$ cat config.mk
export PLATFORM = sky130hd
export DESIGN_NAME = breakpoint_linear_interpolator
export DESIGN_NICKNAME = d
export VERILOG_FILES = /design/src/hdl/bli_pkg.sv /design/src/hdl/bli_sub.sv /design/src/hdl/bli_mul.sv /design/src/hdl/breakpoint_linear_interpolator.sv
export SDC_FILE = /design/constraint.sdc
export NUM_CORES = 2
export LEC_CHECK = 0
export ABC_AREA = 1
export BUFFER_PORTS_ARGS = -buffer_cell sky130_fd_sc_hd__buf_4
export CAP_MARGIN = 40
export CELL_PAD_IN_SITES_DETAIL_PLACEMENT = 0
export CELL_PAD_IN_SITES_GLOBAL_PLACEMENT = 1
export CORE_ASPECT_RATIO = 0.75
export CORE_UTILIZATION = 40
export DETAILED_ROUTE_END_ITERATION = 8
export PLACE_DENSITY = 0.78
export SYNTH_ARGS = -nofsm -noshare
export SYNTH_HDL_FRONTEND = slang
export SYNTH_SLANG_ARGS = --single-unit
export TNS_END_PERCENT = 50
$ cat constraint.sdc
create_clock -name i_clk -period 9.98 [get_ports i_clk]
set_input_delay 1.996 -clock i_clk [delete_from_list [all_inputs] [get_ports i_clk]]
set_output_delay 1.996 -clock i_clk [all_outputs]
set_load 0.05 [all_outputs]
$ cat src/hdl/bli_pkg.sv
// Shared types, constants and helpers for the breakpoint linear interpolator.
package bli_pkg;

    localparam int MAX_POINTS_DEF = 16;
    localparam int FRAC_BITS_DEF  = 16;

    localparam int DATA_W     = 32;
    localparam int COUNT_W    = 5;
    localparam int SCALE_W    = 16;
    localparam int INDEX_W    = 4;
    localparam int CFG_IDX_W  = 2;
    localparam int CFG_DATA_W = 16;
    localparam int SUB_W      = DATA_W + 1;

    localparam int                   SCALE_SHIFT = 8;
    localparam logic [SCALE_W-1:0]   SCALE_RESET = 16'd256;

    localparam logic [CFG_IDX_W-1:0] CFG_POINT_COUNT = 2'd0;
    localparam logic [CFG_IDX_W-1:0] CFG_VALUE_SCALE = 2'd1;

    localparam logic CMD_LOAD = 1'b0;
    localparam logic CMD_EVAL = 1'b1;

    typedef enum logic [1:0] {
        REGION_BELOW  = 2'd0,
        REGION_INTERP = 2'd1,
        REGION_BEYOND = 2'd2,
        REGION_EMPTY  = 2'd3
    } t_region;

    typedef struct packed {
        logic [SUB_W-1:0] a;
        logic [SUB_W-1:0] b;
    } t_sub_req;

    typedef struct packed {
        logic [SUB_W-1:0] diff;
        logic             borrow;
    } t_sub_res;

    function automatic logic signed [DATA_W-1:0] sat_to_32(input logic signed [63:0] x);
        logic signed [DATA_W-1:0] y;
        if (x[63:DATA_W-1] == '0 || x[63:DATA_W-1] == '1) begin
            y = x[DATA_W-1:0];
        end else if (x[63]) begin
            y = 32'sh8000_0000;
        end else begin
            y = 32'sh7FFF_FFFF;
        end
        return y;
    endfunction

endpackage

$ cat src/hdl/bli_sub.sv
// Shared 33-bit subtract/compare unit used by the search, setup and divide steps.
module bli_sub (
    input  bli_pkg::t_sub_req i_req,
    output bli_pkg::t_sub_res o_res
);
    import bli_pkg::*;

    logic [SUB_W:0] full;

    assign full         = {1'b0, i_req.a} - {1'b0, i_req.b};
    assign o_res.diff   = full[SUB_W-1:0];
    assign o_res.borrow = full[SUB_W];

endmodule

$ cat src/hdl/bli_mul.sv
// Shared signed multiplier with registered product, for load scaling and interpolation.
module bli_mul #(
    parameter int B_W = 17
) (
    input  logic                                  i_clk,
    input  logic signed [bli_pkg::SUB_W-1:0]      i_a,
    input  logic signed [B_W-1:0]                 i_b,
    output logic signed [bli_pkg::SUB_W+B_W-1:0]  o_prod
);
    import bli_pkg::*;

    localparam int P_W = SUB_W + B_W;

    logic signed [P_W-1:0] r_prod;

    always_ff @(posedge i_clk) begin
        r_prod <= i_a * i_b;
    end

    assign o_prod = r_prod;

endmodule

$ cat src/hdl/breakpoint_linear_interpolator.sv
// Top level: breakpoint table, search/divide sequencer and result register.
//
//  channel | handshake               | payload
//  --------+-------------------------+-----------------------------------------------
//  in      | i_in_valid / o_in_stall | i_command, i_point_index, i_point_distance,
//          |                         | i_point_value, i_query_distance
//  out     | o_out_valid/i_out_stall | o_result_value, o_region
//  cfg     | i_cfg_valid/o_cfg_ready | i_cfg_index, i_cfg_data
//
// A load beat passes through one multiply state and one table-write state.
// An evaluate beat reads one table entry per cycle in the search, then runs FRAC_BITS+1
// restoring divide steps on the shared subtractor, one multiply and one rounding step.
// An empty table skips the search and goes straight to the result.
// Reset is synchronous; the table itself is not cleared. A stalled result stays in the
// output register while the next beat is accepted; the sequencer waits there only if
// a second result is ready before the first is taken.
module breakpoint_linear_interpolator #(
    parameter int MAX_POINTS = bli_pkg::MAX_POINTS_DEF,
    parameter int FRAC_BITS  = bli_pkg::FRAC_BITS_DEF
) (
    input  logic                              i_clk,
    input  logic                              i_rst_n,
    input  logic                              i_in_valid,
    output logic                              o_in_stall,
    input  logic                              i_command,
    input  logic [bli_pkg::INDEX_W-1:0]       i_point_index,
    input  logic [bli_pkg::DATA_W-1:0]        i_point_distance,
    input  logic signed [bli_pkg::DATA_W-1:0] i_point_value,
    input  logic [bli_pkg::DATA_W-1:0]        i_query_distance,
    output logic                              o_out_valid,
    input  logic                              i_out_stall,
    output logic signed [bli_pkg::DATA_W-1:0] o_result_value,
    output logic [1:0]                        o_region,
    input  logic                              i_cfg_valid,
    output logic                              o_cfg_ready,
    input  logic [bli_pkg::CFG_IDX_W-1:0]     i_cfg_index,
    input  logic [bli_pkg::CFG_DATA_W-1:0]    i_cfg_data
);
    import bli_pkg::*;

    localparam int AW = $clog2(MAX_POINTS);
    localparam int NW = $clog2(MAX_POINTS + 1);
    localparam int CW = (NW > COUNT_W) ? NW : COUNT_W;
    localparam int RW = FRAC_BITS + 1;
    localparam int KW = $clog2(FRAC_BITS + 1);
    localparam int MB = (RW + 1 > SCALE_W + 1) ? RW + 1 : SCALE_W + 1;
    localparam int PW = SUB_W + MB;

    localparam logic signed [PW-1:0] LD_RND = PW'(1) << (SCALE_SHIFT - 1);
    localparam logic signed [PW-1:0] EV_RND = PW'(1) << (FRAC_BITS - 1);

    typedef enum logic [3:0] {
        S_IDLE, S_LMUL, S_LWR, S_SCAN, S_DEN, S_NUM, S_DV, S_DIV, S_MUL, S_FIN, S_DONE
    } t_state;

    t_state r_state;

    logic [COUNT_W-1:0] r_point_count;
    logic [SCALE_W-1:0] r_value_scale;

    logic [INDEX_W-1:0]       r_pidx;
    logic [DATA_W-1:0]        r_pdist;
    logic signed [DATA_W-1:0] r_pval;
    logic [DATA_W-1:0]        r_q;
    logic [AW-1:0]            r_idx;
    logic [AW-1:0]            r_last;
    logic [DATA_W-1:0]        r_d0;
    logic [DATA_W-1:0]        r_d1;
    logic signed [DATA_W-1:0] r_v0;
    logic signed [DATA_W-1:0] r_v1;
    logic [DATA_W-1:0]        r_den;
    logic [DATA_W-1:0]        r_rem;
    logic signed [SUB_W-1:0]  r_dv;
    logic [RW-1:0]            r_ratio;
    logic [KW-1:0]            r_cnt;
    logic signed [DATA_W-1:0] r_res;
    t_region                  r_region;

    logic                     r_out_valid;
    logic signed [DATA_W-1:0] r_out_res;
    t_region                  r_out_region;

    logic [DATA_W-1:0]        mem_d [MAX_POINTS];
    logic signed [DATA_W-1:0] mem_v [MAX_POINTS];
    logic [DATA_W-1:0]        r_rd_d;
    logic signed [DATA_W-1:0] r_rd_v;
    logic [AW-1:0]            rd_addr;

    logic                     in_accept;
    logic [CW-1:0]            count_ext;
    logic [CW-1:0]            n_clamped;
    logic                     pidx_ok;

    t_sub_req                 sub_req;
    t_sub_res                 sub_res;
    logic [SUB_W-1:0]         div_a;
    logic                     hit;

    logic signed [SUB_W-1:0]  mul_a;
    logic signed [MB-1:0]     mul_b;
    logic signed [PW-1:0]     prod;

    logic signed [PW-1:0]     ld_sum;
    logic signed [PW-1:0]     ld_shift;
    logic signed [DATA_W-1:0] ld_val;
    logic signed [PW-1:0]     ev_sum;
    logic signed [PW-1:0]     ev_shift;
    logic signed [PW-1:0]     ev_tot;
    logic signed [PW-1:0]     v0_ext;

    assign o_in_stall     = (r_state != S_IDLE);
    assign in_accept      = i_in_valid && !o_in_stall;
    assign o_cfg_ready    = 1'b1;
    assign o_out_valid    = r_out_valid;
    assign o_result_value = r_out_res;
    assign o_region       = r_out_region;

    assign count_ext = CW'(r_point_count);
    assign n_clamped = (count_ext > CW'(MAX_POINTS)) ? CW'(MAX_POINTS) : count_ext;
    assign pidx_ok   = int'(r_pidx) < MAX_POINTS;

    // config registers
    always_ff @(posedge i_clk) begin
        if (!i_rst_n) begin
            r_point_count <= '0;
            r_value_scale <= SCALE_RESET;
        end else if (i_cfg_valid && o_cfg_ready) begin
            unique case (i_cfg_index)
                CFG_POINT_COUNT: r_point_count <= i_cfg_data[COUNT_W-1:0];
                CFG_VALUE_SCALE: r_value_scale <= i_cfg_data[SCALE_W-1:0];
                default: ;
            endcase
        end
    end

    // breakpoint table
    assign rd_addr = (r_state == S_SCAN) ? r_idx + 1'b1 : '0;

    always_ff @(posedge i_clk) begin
        if (r_state == S_LWR && pidx_ok) begin
            mem_d[AW'(r_pidx)] <= r_pdist;
            mem_v[AW'(r_pidx)] <= ld_val;
        end
        r_rd_d <= mem_d[rd_addr];
        r_rd_v <= mem_v[rd_addr];
    end

    // shared subtractor operand select
    assign div_a = (r_cnt == '0) ? {1'b0, r_rem} : {r_rem, 1'b0};

    always_comb begin
        sub_req.a = {1'b0, r_rd_d};
        sub_req.b = {1'b0, r_q};
        case (r_state)
            S_DEN: begin
                sub_req.a = {1'b0, r_d1};
                sub_req.b = {1'b0, r_d0};
            end
            S_NUM: begin
                sub_req.a = {1'b0, r_q};
                sub_req.b = {1'b0, r_d0};
            end
            S_DV: begin
                sub_req.a = {r_v1[DATA_W-1], r_v1};
                sub_req.b = {r_v0[DATA_W-1], r_v0};
            end
            S_DIV: begin
                sub_req.a = div_a;
                sub_req.b = {1'b0, r_den};
            end
            default: ;
        endcase
    end

    bli_sub u_sub (
        .i_req (sub_req),
        .o_res (sub_res)
    );

    assign hit = !sub_res.borrow;

    // shared multiplier operand select
    assign mul_a = (r_state == S_MUL) ? r_dv : {r_pval[DATA_W-1], r_pval};
    assign mul_b = (r_state == S_MUL) ? MB'(r_ratio) : MB'(r_value_scale);

    bli_mul #(
        .B_W (MB)
    ) u_mul (
        .i_clk  (i_clk),
        .i_a    (mul_a),
        .i_b    (mul_b),
        .o_prod (prod)
    );

    // rounding and saturation
    assign ld_sum   = prod + LD_RND;
    assign ld_shift = ld_sum >>> SCALE_SHIFT;
    assign ld_val   = sat_to_32(64'(ld_shift));

    assign v0_ext   = PW'(r_v0);
    assign ev_sum   = prod + EV_RND;
    assign ev_shift = ev_sum >>> FRAC_BITS;
    assign ev_tot   = ev_shift + v0_ext;

    // sequencer
    always_ff @(posedge i_clk) begin
        if (!i_rst_n) begin
            r_state     <= S_IDLE;
            r_out_valid <= 1'b0;
        end else begin
            if (r_state == S_DONE && (!r_out_valid || !i_out_stall)) begin
                r_out_valid <= 1'b1;
            end else if (r_out_valid && !i_out_stall) begin
                r_out_valid <= 1'b0;
            end
            unique case (r_state)
                S_IDLE: begin
                    if (in_accept) begin
                        r_pidx  <= i_point_index;
                        r_pdist <= i_point_distance;
                        r_pval  <= i_point_value;
                        r_q     <= i_query_distance;
                        r_idx   <= '0;
                        r_last  <= AW'(n_clamped - CW'(1));
                        if (i_command == CMD_LOAD) begin
                            r_state <= S_LMUL;
                        end else if (n_clamped == '0) begin
                            r_res    <= '0;
                            r_region <= REGION_EMPTY;
                            r_state  <= S_DONE;
                        end else begin
                            r_state <= S_SCAN;
                        end
                    end
                end
                S_LMUL: begin
                    r_state <= S_LWR;
                end
                S_LWR: begin
                    r_state <= S_IDLE;
                end
                S_SCAN: begin
                    if (hit && r_idx == '0) begin
                        r_res    <= r_rd_v;
                        r_region <= REGION_BELOW;
                        r_state  <= S_DONE;
                    end else if (hit) begin
                        r_d1    <= r_rd_d;
                        r_v1    <= r_rd_v;
                        r_state <= S_DEN;
                    end else if (r_idx == r_last) begin
                        r_res    <= r_rd_v;
                        r_region <= REGION_BEYOND;
                        r_state  <= S_DONE;
                    end else begin
                        r_d0  <= r_rd_d;
                        r_v0  <= r_rd_v;
                        r_idx <= r_idx + 1'b1;
                    end
                end
                S_DEN: begin
                    r_den   <= sub_res.diff[DATA_W-1:0];
                    r_state <= S_NUM;
                end
                S_NUM: begin
                    r_rem   <= sub_res.diff[DATA_W-1:0];
                    r_state <= S_DV;
                end
                S_DV: begin
                    r_dv    <= sub_res.diff;
                    r_cnt   <= '0;
                    r_ratio <= '0;
                    r_state <= S_DIV;
                end
                S_DIV: begin
                    if (hit) begin
                        r_rem   <= sub_res.diff[DATA_W-1:0];
                        r_ratio <= {r_ratio[RW-2:0], 1'b1};
                    end else begin
                        r_rem   <= div_a[DATA_W-1:0];
                        r_ratio <= {r_ratio[RW-2:0], 1'b0};
                    end
                    if (r_cnt == KW'(FRAC_BITS)) begin
                        r_state <= S_MUL;
                    end else begin
                        r_cnt <= r_cnt + 1'b1;
                    end
                end
                S_MUL: begin
                    r_state <= S_FIN;
                end
                S_FIN: begin
                    r_res    <= sat_to_32(64'(ev_tot));
                    r_region <= REGION_INTERP;
                    r_state  <= S_DONE;
                end
                S_DONE: begin
                    if (!r_out_valid || !i_out_stall) begin
                        r_out_res    <= r_res;
                        r_out_region <= r_region;
                        r_state      <= S_IDLE;
                    end
                end
                default: begin
                    r_state <= S_IDLE;
                end
            endcase
        end
    end

`ifndef NO_ASSERTIONS
    a_busy_after_accept: assert property (@(posedge i_clk) disable iff (!i_rst_n)
        in_accept |=> o_in_stall)
        else $error("block not busy after an accepted beat");

    a_load_no_result: assert property (@(posedge i_clk) disable iff (!i_rst_n)
        (in_accept && i_command == CMD_LOAD && !o_out_valid) |=> !o_out_valid)
        else $error("load beat produced a result");

    a_empty_zero: assert property (@(posedge i_clk) disable iff (!i_rst_n)
        (o_out_valid && o_region == REGION_EMPTY) |-> (o_result_value == '0))
        else $error("empty-table result is not zero");

    a_div_count: assert property (@(posedge i_clk) disable iff (!i_rst_n)
        (r_state == S_DIV) |-> (r_cnt <= KW'(FRAC_BITS)))
        else $error("divide step count out of range");
`endif

endmodule
### Word level (Yosys, flattened, before mapping)

Memory sizes are Yosys's and may differ from the RTL's. A register that Yosys moved wholly into a read port is not among the register bits.
Cells that the tools add are included.

| operators by class | value |
|---|---|
| add/subtract/negate cells | 7 |
| multiply operators | 1 |
| magnitude comparators | 1 |
| eq/ne operators | 27 |
| muxes and demuxes | 48 |
| bitwise gates (word level) | 3 |
| reduce and logical (&&, ||, !) cells | 38 |

Operator list:

| cell | count |
|---|---|
| 2-to-1 mux 32 bit | 11 |
| case mux 66 bit (4 select lines) | 1 |
| case mux 32 bit (3 select lines) | 1 |
| equality test 33 bit, second input constant | 2 |
| zero test 33 bit | 2 |
| 2-to-1 mux 33 bit | 2 |
| case mux 32 bit (2 select lines) | 1 |
| 2-to-1 mux 4 bit | 13 |
| adder 51 x 17 -> 51 bit, second input constant | 1 |
| adder 51 x 9 -> 51 bit, second input constant | 1 |
| multiplier 33 x 18 -> 51 bit | 1 |
| case mux 4 bit (10 select lines) | 1 |
| adder 35 x 32 -> 36 bit | 1 |
| case mux 17 bit (2 select lines) | 1 |
| subtractor 33 x 33 -> 34 bit | 1 |
| 2-to-1 mux 17 bit | 1 |
| equality test 4 x 3 -> 1 bit, second input constant | 4 |
| != test 2 bit, second input constant | 7 |
| equality test 4 bit, second input constant | 3 |
| 2-to-1 mux 2 bit | 6 |
| AND reduction 2 bit | 6 |
| zero test 5 bit | 2 |
| 2-to-1 mux 5 bit | 2 |
| case mux 5 bit (2 select lines) | 1 |
| other kinds (29) | 53 |

| word-level totals | value |
|---|---|
| register bits after elaboration | 500 |
| bits in writable memories | 1024 |
| bits of input ports | 124 |
| word-level logic and storage cells | 151 |
| memories | 2 |

Memory list:

| memory | words | bits a word | read ports | clocked after Yosys merged registers in | write ports | line | source |
|---|---|---|---|---|---|---|---|
| mem_d | 16 | 32 | 1 | 1 | 1 | breakpoint_linear_interpolator.sv:83 | `logic [DATA_W-1:0] mem_d [MAX_POINTS];` |
| mem_v | 16 | 32 | 1 | 1 | 1 | breakpoint_linear_interpolator.sv:84 | `logic signed [DATA_W-1:0] mem_v [MAX_POINTS];` |

### Logic depth before layout (Yosys ltp)

| depth | value |
|---|---|
| depth in word-level cells | 8 |
| depth in mapped cells | 35 |

### Modules after synthesis

A second synthesis with hierarchy kept.

| unflattened totals | value |
|---|---|
| cells, all modules | 8873 |
| area total of the unflattened synthesis | 89447.0 um^2 |

By module, submodules not included:

| module | times used | cells each | area an instance (um^2) | sequential area each (um^2) |
|---|---|---|---|---|
| breakpoint_linear_interpolator | 1 | 5205 | 63460.9 | 45253.4 |
| bli_mul | 1 | 3089 | 23319.9 | 1021.0 |
| bli_sub | 1 | 579 | 2666.3 | 0.0 |

### Least setup slack after synthesis

No wires, ideal clock.

| timing path | value |
|---|---|
| kind | input port to flip-flop |
| start point | input i_rst_n |
| end point | register r_last[0], enable pin |
| library setup time | 693 ps |
| data arrival time | 9299 ps |
| setup slack | -12 ps |
| cell stages on the path | 2 |
| path buffers | 0 |
| path through | clkinv_1 nor3_1 |

| between the ends | value |
|---|---|
| longest elaborated chain between the ends | 1 |

RTL lines:

| element | line | source |
|---|---|---|
| start: declaration | breakpoint_linear_interpolator.sv:22 | `input logic i_rst_n,` |
| AND reduction 3 bit (no line) | n/a |  |
| end signal: assignment | breakpoint_linear_interpolator.sv:224 | `r_last <= AW'(n_clamped - CW'(1));` |
| end: declaration | breakpoint_linear_interpolator.sv:66 | `logic [AW-1:0] r_last;` |

No other way between the ends.
A chain may end at the register's enable or synchronous reset.

### Worst setup path in the final report

| timing path | value |
|---|---|
| start point | register r_state[1] |
| end point | register u_mul.r_prod[35] (netlist: u_mul.o_prod[35]) |

| between the ends | value |
|---|---|
| longest elaborated chain between the ends | 3 |
| elaborated cells between the ends (all ways) | 4 |
| those cells by class | 1 x mul; 1 x eq/ne; 2 x mux |

RTL lines:

| element | line | source |
|---|---|---|
| start: declaration | breakpoint_linear_interpolator.sv:56 | `t_state r_state;` |
| start signal: assignment | breakpoint_linear_interpolator.sv:208 | `r_state <= S_IDLE;` |
| start signal: assignment | breakpoint_linear_interpolator.sv:226 | `r_state <= S_LMUL;` |
| start signal: assignment | breakpoint_linear_interpolator.sv:230 | `r_state <= S_DONE;` |
| equality test 4 bit (*) | breakpoint_linear_interpolator.sv:183, breakpoint_linear_interpolator.sv:184 |  |
| 2-to-1 mux 33 bit or 2-to-1 mux 17 bit (tied branches) | breakpoint_linear_interpolator.sv:183, breakpoint_linear_interpolator.sv:184 |  |
| multiplier 33 x 18 -> 51 bit (*) | bli_mul.sv:17 | `r_prod <= i_a * i_b;` |
| end signal: assignment | bli_mul.sv:17 |  |
| end: declaration | bli_mul.sv:14 | `logic signed [P_W-1:0] r_prod;` |

Mark *: on every way between the ends. The rest lies on a longest branch, timed or not.

==> run_results.csv <==
group,metric,value,unit
clocking,post_cts_resized,0,
synthesis,async_reset_ff_share,0,%
setup_path,path_class,"flip-flop to flip-flop",
synthesis,avgSynthCellArea,10.6,um^2
route,totalWireLength,271000,um
global_routing,grt_pass1_wl,401000,um
sta,fin_setup_tns,0,ns
placed_design,dp_hpwl,189000,um
synthesis,synth_area_leaders,"edfxtp_1 51%, fa_1 12%, nor2_1 6.1%, nand2_1 5.4%, inv_1 4.3%",
layout,nNetsFinal,9081,
synthesis,yosys.area.top_type,"edfxtp_1",
synthesis,synth-seq-cells,1581,
min_path,hp-class,"flip-flop to flip-flop",
sta,grt_setup_unrepaired,"no",
clocking,cts_buffers,159,
sta,slew_violations,0,
clocking,clkSlewWorstSetupHoldPaths,0.06,ns
setup_path,slowest_delay,0.64,ns
floorplanning,pin_count,161,
sta,min_period_over_period,84.3,%
route,drtAntennaViolNets,0,
global_routing,grt_max_degree,226,
clocking,cts_hold_buf,0,
clocking,cts_setup_buffers,0,
sta,holdWs,0.412,ns
setup_path,rr_startpoint,"r_state[1]",
job,max_cap_violations,0,
layout,drive_above_1_share,7.76,%
clocking,htree_levels,4,
floorplanning,floorplan.initialDensity,40.5,%
global_routing,antenna_found_initial,9,
global_routing,grt_usage,25.1,%
setup_path,path_common_cell,"fa_1",
setup_path,crit_path_start,"r_state[1]",
setup_path,arrival,9.13,ns
setup_path,worst-path-buf-inv,9,
synthesis,synth-seq-area-share,53.6,%
sta,relSlewSlack,24.8,%
sta,fmax,119,MHz
synthesis,syn_nets,9001,
placed_design,port_buffers,159,
setup_path,worstSetupPathDepth,31,
global_routing,grt_pass1_vias,60200,
setup_path,slowest_stage,"inv_1",
setup_path,critPathTopFamily,"adder cells",
setup_path,critical_path.endpoint_type,"flip-flop",
setup_path,rrSetupSlack,1.56,ns
sta,tightestPinTransition,1.13,ns
floorplanning,die_area,217000,um^2
floorplanning,die_x,537,um
sta,skew,0.0887,ns
floorplanning,die_h,404,um
route,viasPerCell,5.45,
setup_path,r2r_end,"u_mul.o_prod[35]",
sta,setup_viol,0,
sta,min_period,8.42,ns
floorplanning,core.rowCount,146,
global_routing,gr-total-overflow,0,
run_status,status,"complete, no violations",
setup_path,r2r_cells,31,
placed_design,gp_congestion,0.966,
setup_path,crit_required,10.69,ns
synthesis,ys_warn_count,0,
synthesis,synth_edf_count,1447,
clocking,clock-root-buffer,"clkbuf_16",
clocking,clk_latency,0.84,ns
setup_path,cp-endpoint,"u_mul.o_prod[35]",
floorplanning,core_area,212000,um^2
clocking,cts_tree,"yes",
sta,hold_viol_final,0,
route,wl_per_cell,24.3,um
route,vias,61000,
route,firstDrtPassIters,6,
route,drc,0,
layout,area_growth_syn_to_layout,12.0,%
setup_path,critPathLaunchType,"flip-flop",
synthesis,synth_top_area_share,50.5,%
setup_path,critPathMaxFanout,32,
synthesis,synth_area,86000,um^2
clocking,cts.sinks,1581,
synthesis,ys.flop_type,"edfxtp_1",
synthesis,netlist_instances,8148,
synthesis,yosysUniqueCellTypes,58,
clocking,clock_path_buffers,3,
route,drt_iter0_drc,6411,
[worst min path at each step]
stage | endpoint | slack, ns | from | cells after the start
3_5_place_dp | o_result_value[17] | 0.40 | r_res[17] | 0
6_report | o_result_value[17] | 0.41 | r_res[17] | 0
2_1_floorplan | o_region[0] | 0.40 | r_region[0] | 0
5_1_grt | o_result_value[18] | 0.42 | r_res[18] | 0
4_1_cts | o_result_value[17] | 0.41 | r_res[17] | 0
3_3_place_gp | o_result_value[22] | 0.41 | r_res[22] | 0
[area by class of cell]
class / count / area, um^2
Antenna cell: 3 / 7.51
Inverter: 1009 / 3810
Multi-Input combinational cell: 5189 / 34800
Clock inverter: 77 / 925
Sequential cell: 1581 / 46100
Fill cell: 19600 / 116000
Tap cell: 2812 / 3520
Timing Repair Buffer: 288 / 2570
Clock buffer: 220 / 4510
[placed cells by master, fill, tap and decap left out, types with 44 or more instances in the layout]
cell type | netlist | layout
o21ai_0 | 660 | 650
buf_4 | 10 | 261
edfxtp_1 | 1447 | 1447
nand3_1 | 131 | 130
a221oi_1 | 46 | 46
dfxtp_1 | 134 | 134
clkbuf_16 | 0 | 165
o211ai_1 | 194 | 194
xnor2_1 | 44 | 44
inv_1 | 993 | 991
a32o_1 | 64 | 64
nor2_1 | 1403 | 1378
ha_1 | 193 | 193
fa_1 | 536 | 536
xor2_1 | 131 | 130
a31oi_1 | 103 | 103
a21oi_1 | 168 | 167
nand2_1 | 1239 | 1238
[metal layers]
metal | global-route usage, % | share of wire, % | routed length (um)
met1 | 35.9 | 43 | 117000
met2 | 38.7 | 45 | 121000
met3 | 5.27 | 9.5 | 25800
met4 | 6.64 | 2.6 | 7100
met5 | 0 | 0.010 | 27
[logic make-up (layout without fill, tap and decap cells)]
group                      count (synthesis)  count (layout)  share of synthesized area, %
buffers and inverters                   1378            1594                          6.20
and+or+nand+nor                         2931            2931                          13.5
muxes                                     21              21                         0.244
adders and majority gates                729             729                          15.3
xor gates and xnor gates                 176             176                          1.80
AOI/OAI and AO/OA                       1331            1331                          9.27
DFF                                     1581            1581                          53.6
other                                      1               4                       0.00436
[Yosys cell counts, types with 7 or more instances]
library cell and count:
buf_2 55, nand2_1 1239, inv_2 9, o211ai_1 194
a32o_1 64, nor4_1 7, ha_1 193, xor2_1 131
nand4_1 38, clkbuf_1 283, clkinv_1 7, o21ai_1 23
nor3_1 36, a21o_1 14, mux2i_1 21, fa_1 536
o21bai_1 16, buf_1 12, a31oi_1 103, inv_1 993
buf_6 7, o21a_1 23, a21oi_1 168, a221oi_1 46
dfxtp_1 134, edfxtp_1 1447, nand3_1 131, buf_4 10
nor3_2 7, o21ai_0 660, nor2_1 1403, xnor2_1 44
nor2_2 7, nand3_2 7, or2_2 29
[stage by stage]
step	setup slack [ns]	area [um^2]	cells	utilization [%]
3_5_place_dp	1.77	90800	10900	42.8
3_3_place_gp	1.67	90300	10900	42.5
4_1_cts	1.70	96300	11200	45.3
5_1_grt	1.08	96300	11200	45.3
6_report	1.56	96300	11200	45.3
2_1_floorplan	3.23	86000	8148	-
[sequential cells by signal (all words and copies together) (netlist names), 33 cells and up]
| signal | cells |
|---|---|
| mem_v | 512 |
| u_mul.o_prod | 44 |
| mem_d | 512 |
| r_dv | 33 |
[worst reg2reg max path, delay by kind of cell, from the launching register on]
| kind | cells | cell delay (ns) |
|---|---|---|
| AOI/OAI and AO/OA | 4 | 1.22 |
| DFF | 1 | 0.36 |
| adders and majority gates | 7 | 3.43 |
| xor gates and xnor gates | 1 | 0.13 |
| and+or+nand+nor | 10 | 1.25 |
| buffers and inverters | 9 | 1.93 |
Power is left out: the tool's default activity adds up to more than one toggle a clock period on the data nets, which glitch-free logic cannot reach.
